<file path="config.mk">
export PLATFORM = sky130hd
export DESIGN_NAME = pixel_hit_packet_decoder_core
export DESIGN_NICKNAME = d
export VERILOG_FILES = /design/src/rtl/core/phpd_pkg.sv /design/src/rtl/core/pixel_hit_packet_decoder_core.sv
export SDC_FILE = /design/constraint.sdc
export NUM_CORES = 2
export LEC_CHECK = 0
export BUFFER_PORTS_ARGS = -buffer_cell sky130_fd_sc_hd__buf_2
export CAP_MARGIN = 20
export CORE_AREA = 8 8 442 444
export CTS_CLUSTER_SIZE = 20
export DETAILED_ROUTE_END_ITERATION = 10
export DIE_AREA = 0 0 450 452
export PLACE_DENSITY = 0.7
export SKIP_CTS_REPAIR_TIMING = 1
export SYNTH_ARGS = -nofsm -noshare
export SYNTH_HDL_FRONTEND = slang
export SYNTH_SLANG_ARGS = --single-unit
</file>
<file path="constraint.sdc">
create_clock -name i_clk -period 9.29 [get_ports i_clk]
set_input_delay 0.929 -clock i_clk [delete_from_list [all_inputs] [get_ports i_clk]]
set_output_delay 0.929 -clock i_clk [all_outputs]
set_load 0.01 [all_outputs]
</file>
<file path="src/rtl/core/phpd_pkg.sv">
`default_nettype none

package phpd_pkg;

    localparam int IN_W      = 160;
    localparam int OUT_W     = 128;
    localparam int CFG_IDX_W = 1;
    localparam int CFG_DAT_W = 2;
    localparam int STAGES    = 10;

    localparam logic [CFG_IDX_W-1:0] CFG_CHIP_LAYOUT = 1'b0;
    localparam logic [CFG_IDX_W-1:0] CFG_USE_GDC     = 1'b1;

    typedef enum logic [1:0] {
        LAYOUT_SINGLE = 2'd0,
        LAYOUT_DOUBLE = 2'd1,
        LAYOUT_TRIPLE = 2'd2,
        LAYOUT_NONE   = 2'd3
    } t_layout;

    localparam logic [19:0] TOF_PERIOD    = 20'd666667;
    localparam logic [48:0] TOF_BOUND     = 49'd666800;
    localparam logic [49:0] TOF_OFFSET    = 50'd134;
    localparam logic [47:0] ADJ_LIMIT     = 48'd40000000;
    localparam logic [47:0] SIMPLE_MARGIN = 48'h40_0000;
    localparam logic [49:0] GLOBAL_STEP   = 50'h4000_0000;

    // Residues used to fold a 50-bit value modulo the period, and the reciprocal of the period.
    localparam logic [19:0] K20  = 20'((64'd1 << 20) % 64'd666667);
    localparam logic [19:0] K40  = 20'((64'd1 << 40) % 64'd666667);
    localparam logic [19:0] KNEG = 20'(64'hFFFC_0000_0000_0000 % 64'd666667);
    localparam logic [21:0] RECIP = 22'((64'd1 << 41) / 64'd666667);

    typedef struct packed {
        logic [9:0]  x;
        logic [9:0]  y;
        logic [9:0]  tot;
        logic [13:0] toa;
        logic [3:0]  ftoa;
    } t_hit;

    typedef struct packed {
        t_hit        hit;
        logic [47:0] gt;
        logic        flight_valid;
        logic        use_mod;
        logic [30:0] direct;
    } t_res;

endpackage

`default_nettype wire

</file>
<file path="src/rtl/core/pixel_hit_packet_decoder_core.sv">
`default_nettype none

// Pixel hit packet decoder. One packet is accepted per clock unless the output stalls with every
// stage full; its result leaves on the master side after the ten register stages, of which
// the modulo reduction of the time of flight by the 666667 period takes the last six (two
// folding multiplies, a sum, a reciprocal multiply, a quotient multiply, a remainder
// subtraction and a final correction).
// Each stage holds its request while the next one is full and stalled, so an empty stage lets a new
// packet in even while the output waits; chip_layout and use_gdc must only be written
// while the pipeline is empty.
module pixel_hit_packet_decoder_core (
    input  wire                              i_clk,
    input  wire                              i_rst_n,
    input  wire                              i_cfg_wen,
    input  wire [phpd_pkg::CFG_IDX_W-1:0]    i_cfg_idx,
    input  wire [phpd_pkg::CFG_DAT_W-1:0]    i_cfg_wdata,
    input  wire                              s_axis_tvalid,
    output logic                             s_axis_tready,
    // packet_low, packet_high, trigger time, global coarse time
    input  wire [phpd_pkg::IN_W-1:0]         s_axis_tdata,
    output logic                             m_axis_tvalid,
    input  wire                              m_axis_tready,
    // pixel_x, pixel_y, time_over_threshold, time_of_arrival, fine_toa,
    // global_time, flight_time, zero pad
    output logic [phpd_pkg::OUT_W-1:0]       m_axis_tdata,
    // flight_time_valid
    output logic                             m_axis_tuser
);
    import phpd_pkg::*;

    t_layout      r_layout;
    logic         r_use_gdc;
    logic [STAGES:1] r_v;
    logic [STAGES:1] w_rdy;

    t_hit         r_hit [1:3];
    logic         r_gdc_mode [1:3];
    logic [47:0]  r_s1_g0;
    logic [30:0]  r_s1_sg;
    logic [47:0]  r_s1_tdc;
    logic [47:0]  r_s1_gdc;
    logic [49:0]  r_s2_g1;
    logic [47:0]  r_s2_tdc;
    logic [47:0]  r_s3_gt;
    logic [49:0]  r_s3_t;

    t_res         r_res [4:STAGES];
    logic [49:0]  r_s4_w;
    logic [19:0]  r_s4_cadd;
    logic [29:0]  r_s5_pa;
    logic [39:0]  r_s5_pb;
    logic [19:0]  r_s5_c;
    logic [19:0]  r_s5_cadd;
    logic [40:0]  r_s6_s;
    logic [43:0]  r_s7_qp;
    logic [20:0]  r_s7_sl;
    logic [20:0]  r_s8_qpl;
    logic [20:0]  r_s8_sl;
    logic [20:0]  r_s9_r0;
    logic [30:0]  r_ft;

    logic [31:0]  n_lo;
    logic [31:0]  n_hi;
    logic [47:0]  n_tdc;
    logic [47:0]  n_gdc;
    logic [15:0]  n_addr;
    logic [9:0]   n_bx;
    logic [9:0]   n_by;
    logic [29:0]  n_spider;
    logic [17:0]  n_msb;
    t_hit         n_s1_hit;
    logic [47:0]  n_s1_g0;
    logic [30:0]  n_s1_sg;
    logic [48:0]  n_diff;
    logic         n_adj;
    logic [49:0]  n_s2_g1;
    logic         n_neg;
    logic         n_big;
    logic         n_gm;
    t_res         n_s4_res;
    logic [41:0]  n_qfull;
    logic [20:0]  n_r1;
    logic [30:0]  n_ft;

    always_comb begin
        w_rdy[STAGES] = !r_v[STAGES] || m_axis_tready;
        for (int k = STAGES - 1; k >= 1; k--) begin
            w_rdy[k] = !r_v[k] || w_rdy[k+1];
        end
    end

    assign s_axis_tready = w_rdy[1];

    always_comb begin
        n_lo     = s_axis_tdata[31:0];
        n_hi     = s_axis_tdata[63:32];
        n_tdc    = s_axis_tdata[111:64];
        n_gdc    = s_axis_tdata[159:112];
        n_addr   = n_hi[27:12];
        n_bx     = {2'b00, n_addr[15:9], n_addr[2]};
        n_by     = {2'b00, n_addr[8:3], n_addr[1:0]};
        n_s1_hit.ftoa = n_lo[19:16];
        n_s1_hit.tot  = n_lo[29:20];
        n_s1_hit.toa  = {n_hi[11:0], n_lo[31:30]};
        n_spider = {n_lo[15:0], n_s1_hit.toa};
        case (r_layout)
            LAYOUT_SINGLE: begin
                n_s1_hit.x = n_bx + 10'd260;
                n_s1_hit.y = n_by;
            end
            LAYOUT_DOUBLE: begin
                n_s1_hit.x = 10'd515 - n_bx;
                n_s1_hit.y = 10'd515 - n_by;
            end
            LAYOUT_TRIPLE: begin
                n_s1_hit.x = 10'd255 - n_bx;
                n_s1_hit.y = 10'd515 - n_by;
            end
            default: begin
                n_s1_hit.x = n_bx;
                n_s1_hit.y = n_by;
            end
        endcase
        n_msb   = n_gdc[47:30] + 18'(n_spider < n_gdc[29:0]);
        n_s1_g0 = {n_msb, n_spider};
        n_s1_sg = {(n_tdc > (48'(n_spider) + SIMPLE_MARGIN)), n_spider};
    end

    always_comb begin
        n_diff = {1'b0, r_s1_g0} - {1'b0, r_s1_gdc};
        n_adj  = n_diff[48] || (n_diff[47:0] >= ADJ_LIMIT);
        if (!r_gdc_mode[1]) begin
            n_s2_g1 = 50'(r_s1_sg);
        end else if (n_adj) begin
            n_s2_g1 = {2'b00, r_s1_g0} - GLOBAL_STEP;
        end else begin
            n_s2_g1 = {2'b00, r_s1_g0};
        end
    end

    always_comb begin
        n_gm  = r_gdc_mode[3];
        n_neg = r_s3_t[49];
        n_big = !n_neg && (r_s3_t[48:0] > TOF_BOUND);
        n_s4_res.hit          = r_hit[3];
        n_s4_res.gt           = r_s3_gt;
        n_s4_res.flight_valid = n_gm || !n_neg;
        n_s4_res.use_mod      = n_gm && (n_neg || n_big);
        n_s4_res.direct       = (!n_gm && n_neg) ? 31'd0 : r_s3_t[30:0];
    end

    always_comb begin
        n_qfull = 42'(r_s7_qp[43:22]) * 42'(TOF_PERIOD);
        if (r_s9_r0 >= 21'({TOF_PERIOD, 1'b0})) begin
            n_r1 = r_s9_r0 - 21'({TOF_PERIOD, 1'b0});
        end else if (r_s9_r0 >= 21'(TOF_PERIOD)) begin
            n_r1 = r_s9_r0 - 21'(TOF_PERIOD);
        end else begin
            n_r1 = r_s9_r0;
        end
        n_ft = r_res[9].use_mod ? (31'(n_r1) + 31'(TOF_OFFSET)) : r_res[9].direct;
    end

    always_ff @(posedge i_clk) begin
        if (!i_rst_n) begin
            r_v       <= '0;
            r_layout  <= LAYOUT_SINGLE;
            r_use_gdc <= 1'b1;
        end else begin
            if (i_cfg_wen) begin
                case (i_cfg_idx)
                    CFG_CHIP_LAYOUT: r_layout  <= t_layout'(i_cfg_wdata[1:0]);
                    CFG_USE_GDC:     r_use_gdc <= i_cfg_wdata[0];
                    default:         r_use_gdc <= r_use_gdc;
                endcase
            end
            if (w_rdy[1]) begin
                r_v[1] <= s_axis_tvalid;
            end
            for (int k = 2; k <= STAGES; k++) begin
                if (w_rdy[k]) begin
                    r_v[k] <= r_v[k-1];
                end
            end
        end
    end

    always_ff @(posedge i_clk) begin
        if (w_rdy[1]) begin
            r_hit[1]      <= n_s1_hit;
            r_gdc_mode[1] <= r_use_gdc;
            r_s1_g0       <= n_s1_g0;
            r_s1_sg       <= n_s1_sg;
            r_s1_tdc      <= n_tdc;
            r_s1_gdc      <= n_gdc;
        end
        if (w_rdy[2]) begin
            r_hit[2]      <= r_hit[1];
            r_gdc_mode[2] <= r_gdc_mode[1];
            r_s2_g1       <= n_s2_g1;
            r_s2_tdc      <= r_s1_tdc;
        end
        if (w_rdy[3]) begin
            r_hit[3]      <= r_hit[2];
            r_gdc_mode[3] <= r_gdc_mode[2];
            r_s3_gt       <= r_s2_g1[47:0];
            r_s3_t        <= r_s2_g1 - {2'b00, r_s2_tdc};
        end
        if (w_rdy[4]) begin
            r_res[4]  <= n_s4_res;
            r_s4_w    <= r_s3_t - TOF_OFFSET;
            r_s4_cadd <= (n_gm && n_neg) ? KNEG : 20'd0;
        end
        if (w_rdy[5]) begin
            r_res[5]  <= r_res[4];
            r_s5_pa   <= 30'(r_s4_w[49:40]) * 30'(K40);
            r_s5_pb   <= 40'(r_s4_w[39:20]) * 40'(K20);
            r_s5_c    <= r_s4_w[19:0];
            r_s5_cadd <= r_s4_cadd;
        end
        if (w_rdy[6]) begin
            r_res[6] <= r_res[5];
            r_s6_s   <= 41'(r_s5_pa) + 41'(r_s5_pb) + 41'(r_s5_c) + 41'(r_s5_cadd);
        end
        if (w_rdy[7]) begin
            r_res[7] <= r_res[6];
            r_s7_qp  <= 44'(r_s6_s[40:19]) * 44'(RECIP);
            r_s7_sl  <= r_s6_s[20:0];
        end
        if (w_rdy[8]) begin
            r_res[8] <= r_res[7];
            r_s8_qpl <= n_qfull[20:0];
            r_s8_sl  <= r_s7_sl;
        end
        if (w_rdy[9]) begin
            r_res[9] <= r_res[8];
            r_s9_r0  <= r_s8_sl - r_s8_qpl;
        end
        if (w_rdy[10]) begin
            r_res[10] <= r_res[9];
            r_ft      <= n_ft;
        end
    end

    assign m_axis_tvalid = r_v[STAGES];
    assign m_axis_tuser  = r_res[STAGES].flight_valid;
    assign m_axis_tdata  = {1'b0, r_ft, r_res[STAGES].gt, r_res[STAGES].hit.ftoa,
                            r_res[STAGES].hit.toa, r_res[STAGES].hit.tot,
                            r_res[STAGES].hit.y, r_res[STAGES].hit.x};

`ifndef NO_ASSERTIONS
    assert property (@(posedge i_clk) disable iff (!i_rst_n)
        r_v[9] && r_res[9].use_mod |-> r_s9_r0 < 21'(3 * 666667))
        else $error("reciprocal quotient estimate is off by more than two");

    assert property (@(posedge i_clk) disable iff (!i_rst_n)
        r_v[STAGES] && !r_res[STAGES].flight_valid |-> r_ft == 31'd0)
        else $error("invalid flight time is not zero");

    assert property (@(posedge i_clk) disable iff (!i_rst_n)
        r_v[STAGES] && r_res[STAGES].use_mod |-> r_ft <= 31'd666800)
        else $error("reduced flight time exceeds the loop bound");

    assert property (@(posedge i_clk) disable iff (!i_rst_n)
        r_v[5] && !w_rdy[5] |=> r_v[5] && $stable(r_s5_pb) && $stable(r_res[5]))
        else $error("stalled stage changed its request");
`endif

endmodule

`default_nettype wire

</file>
==> impl_metrics.toml <==
[run_status]
status = "completed"

[cts]
cts_max_level = 4
cts_root_buf = "clkbuf_16"
clkLatencyLatePin_ps = 790
cts_made_buffers = 148
clk_pin_slew_worst_paths_ps = 60
cts_tree = "built"
clock_path_buffers = 3
cts.sink_count = 1546

[die]
rows = 160
die-area_sq_um = 203000
dieHeight_um = 452
initial_core_util_pct = 43.7
coreArea_sq_um = 189000
die_x_um = 450
io_pins = 299

[grt]
grt_max_degree = 95
antenna_found_initial = 6
grtUsageTotal_pct = 16.4
first_global_vias = 46200
grt_first_pass_wirelength_um = 262000
grt_overflow = 0

[yosys]
synth_top_cell_by_area = "edfxtp_1"
ys_top_cells_by_area = "edfxtp_1 56%, ha_1 12%, fa_1 11%"
yosysWarnings = 0
synth_common_cells = "1,533 x edfxtp_1, 963 x inv_1, 798 x ha_1"
avgSynthCellArea_sq_um = 13.9
postSynthCellCount = 5913
synth_most_common_cell = "edfxtp_1"
ys_types = 93
synthArstFlopShare_pct = 0
ys_seq_elements = 1546
synth_top_flop_cell = "edfxtp_1"
synth_fp_nets = 7317
synth_area_sq_um = 82400
ys_seq_area_share_pct = 56.2
synth_edf_count = 1533
synth_top_area_share_pct = 55.9

[timing]
max_slew_margin_pct = 29.2
hold_viol = 0
final.setup.worst_slack_ps = 1620
tightest_slew_ps = 1060
fin_crit_sh_pct = 82.6
finalSetupTns_ps = 0
period_minus_slack_ps = 7670
skew_ps = 35.3
rsz0062_at_grt = "no"
setup_viol = 0
drv_slew = 0
max_clock_freq_mhz = 130

[setup_path]
path_class = "register to register"
endpoint_kind = "register"
cp-start-kind = "register"
cp.arrival_ps = 8210
cp.required_ps = 9830
critical_path.slowest_cell = "o41ai_1"
crit_top_cell = "inv_1"
crit_fanout = 7
cpPeakStageDelay_ps = 670

[placement]
gp_congestion = 0.896
io_buffers = 293
place_area_sq_um = 86300
dp_slack_ps = 1590
dp_hpwl_um = 130000

[hold_path]
hold_path_class = "input pin to register"

[run]
drv_cap = 0

[route]
vias_per_cell = 5.05
wl_um = 169000
ant_nets = 0
wl_per_cell_um = 19.1
drc = 0
dr.pass1.iters = 8
drt_iter0_drc = 2919
vias = 44700

[layout]
fill_cells = 16100
finish.net_count = 7631
final_area_sq_um = 91000
syn2layout_area_growth_pct = 10.4
drive_gt1_share_pct = 9.06
utilization_pct = 48.2
[worst max-delay path, delay by kind of cell (launching register included)]
| kind | cells | cell delay [ps] |
|---|---|---|
| flip-flops | 1 | 620 |
| buffers and inverters | 6 | 320 |
| adder cells (fa/ha/maj) | 8 | 3550 |
| AND/OR/NAND/NOR | 3 | 540 |
| AO/OA/AOI/OAI | 9 | 2270 |
| XOR/XNOR | 1 | 120 |
[final timing paths]
path                                       start           end  slack, ps  cells after the start
worst max-delay path                  r_s6_s[27]   r_s7_qp[42]       1620                     27
worst max register to register        r_s6_s[27]   r_s7_qp[42]       1620                     27
worst min-delay path            s_axis_tdata[19]  r_hit[0][51]        320                      1
worst min register to register        r_s3_gt[8]  r_res[1][93]        400                      0
[cell type report]
class                           instances  area (sq um)  share of cell area, %
Timing Repair Buffer                  314          1620                   1.79
Inverter                              963          3640                   4.01
Multi-Input combinational cell       3254         31600                   34.7
Tap cell                             2511          3140                   3.45
Clock inverter                         86           846                  0.930
Clock buffer                          172          3810                   4.19
Antenna cell                            3          7.51                0.00825
Sequential cell                      1546         46300                   50.9
[stage by stage]
step           hold WS (ps)  cells
2_1_floorplan           400   5913
3_3_place_gp            400   8587
3_5_place_dp            405   8587
4_1_cts                 251   8845
5_1_grt                 265   8848
6_report                320   8849
[metal layers]
metal / up-vias / part of all wire (%) / track usage (%) / wire length (um)
li1: 21400 / - / - / -
met3: 255 / 4.2 / 2.28 / 7140
met2: 1027 / 48 / 27.6 / 81100
met5: - / 0 / 0 / 0
met1: 22100 / 45 / 22.2 / 75500
met4: 0 / 3.2 / 5.18 / 5330
[kinds of logic after synthesis]
| logic type | share of synthesized area [%] |
|---|---|
| XOR/XNOR | 3.49 |
| flip-flops | 56.2 |
| AND/OR/NAND/NOR | 5.57 |
| other | 0.00455 |
| buffers and inverters | 5.54 |
| AO/OA/AOI/OAI | 6.26 |
| multiplexers | 0.219 |
| adder cells (fa/ha/maj) | 22.8 |
[flip-flops by register name (all words and copies together), names as in the netlist, 31 cells and up]
name,cells
r_ft,31
r_hit,102
r_res,773
r_s1_g0,48
r_s1_gdc,48
r_s1_tdc,48
r_s2_g1,49
r_s2_tdc,48
r_s3_gt,48
r_s3_t,50
r_s4_w,50
r_s5_pb,39
r_s6_s,40
[placed cells by master, fill, tap and decap left out, drive strengths merged, types with 13 or more instances in the layout]
master,Yosys,layout
or3,21,21
a21o,113,113
a31oi,19,19
edfxtp,1533,1533
dfxtp,13,13
o31ai,21,21
a21oi,245,245
o211ai,20,20
buf,108,314
nand2b,68,68
nand3,57,57
and3,34,34
xor2,109,109
fa,438,438
clkinv,0,66
nor2,187,187
nand2,169,169
clkbuf,42,172
or2,19,19
nand4,46,46
xnor2,219,219
and2,55,55
nor2b,64,64
or4,18,18
o41ai,14,14
a21boi,20,20
nor4,25,25
nor3,66,66
o21ai,152,152
a211oi,20,20
inv,963,972
ha,798,798
o21bai,28,28
o21a,54,54
Power is left out: the tool's default activity adds up to more than one toggle a clock period on the data nets, which glitch-free logic cannot reach.
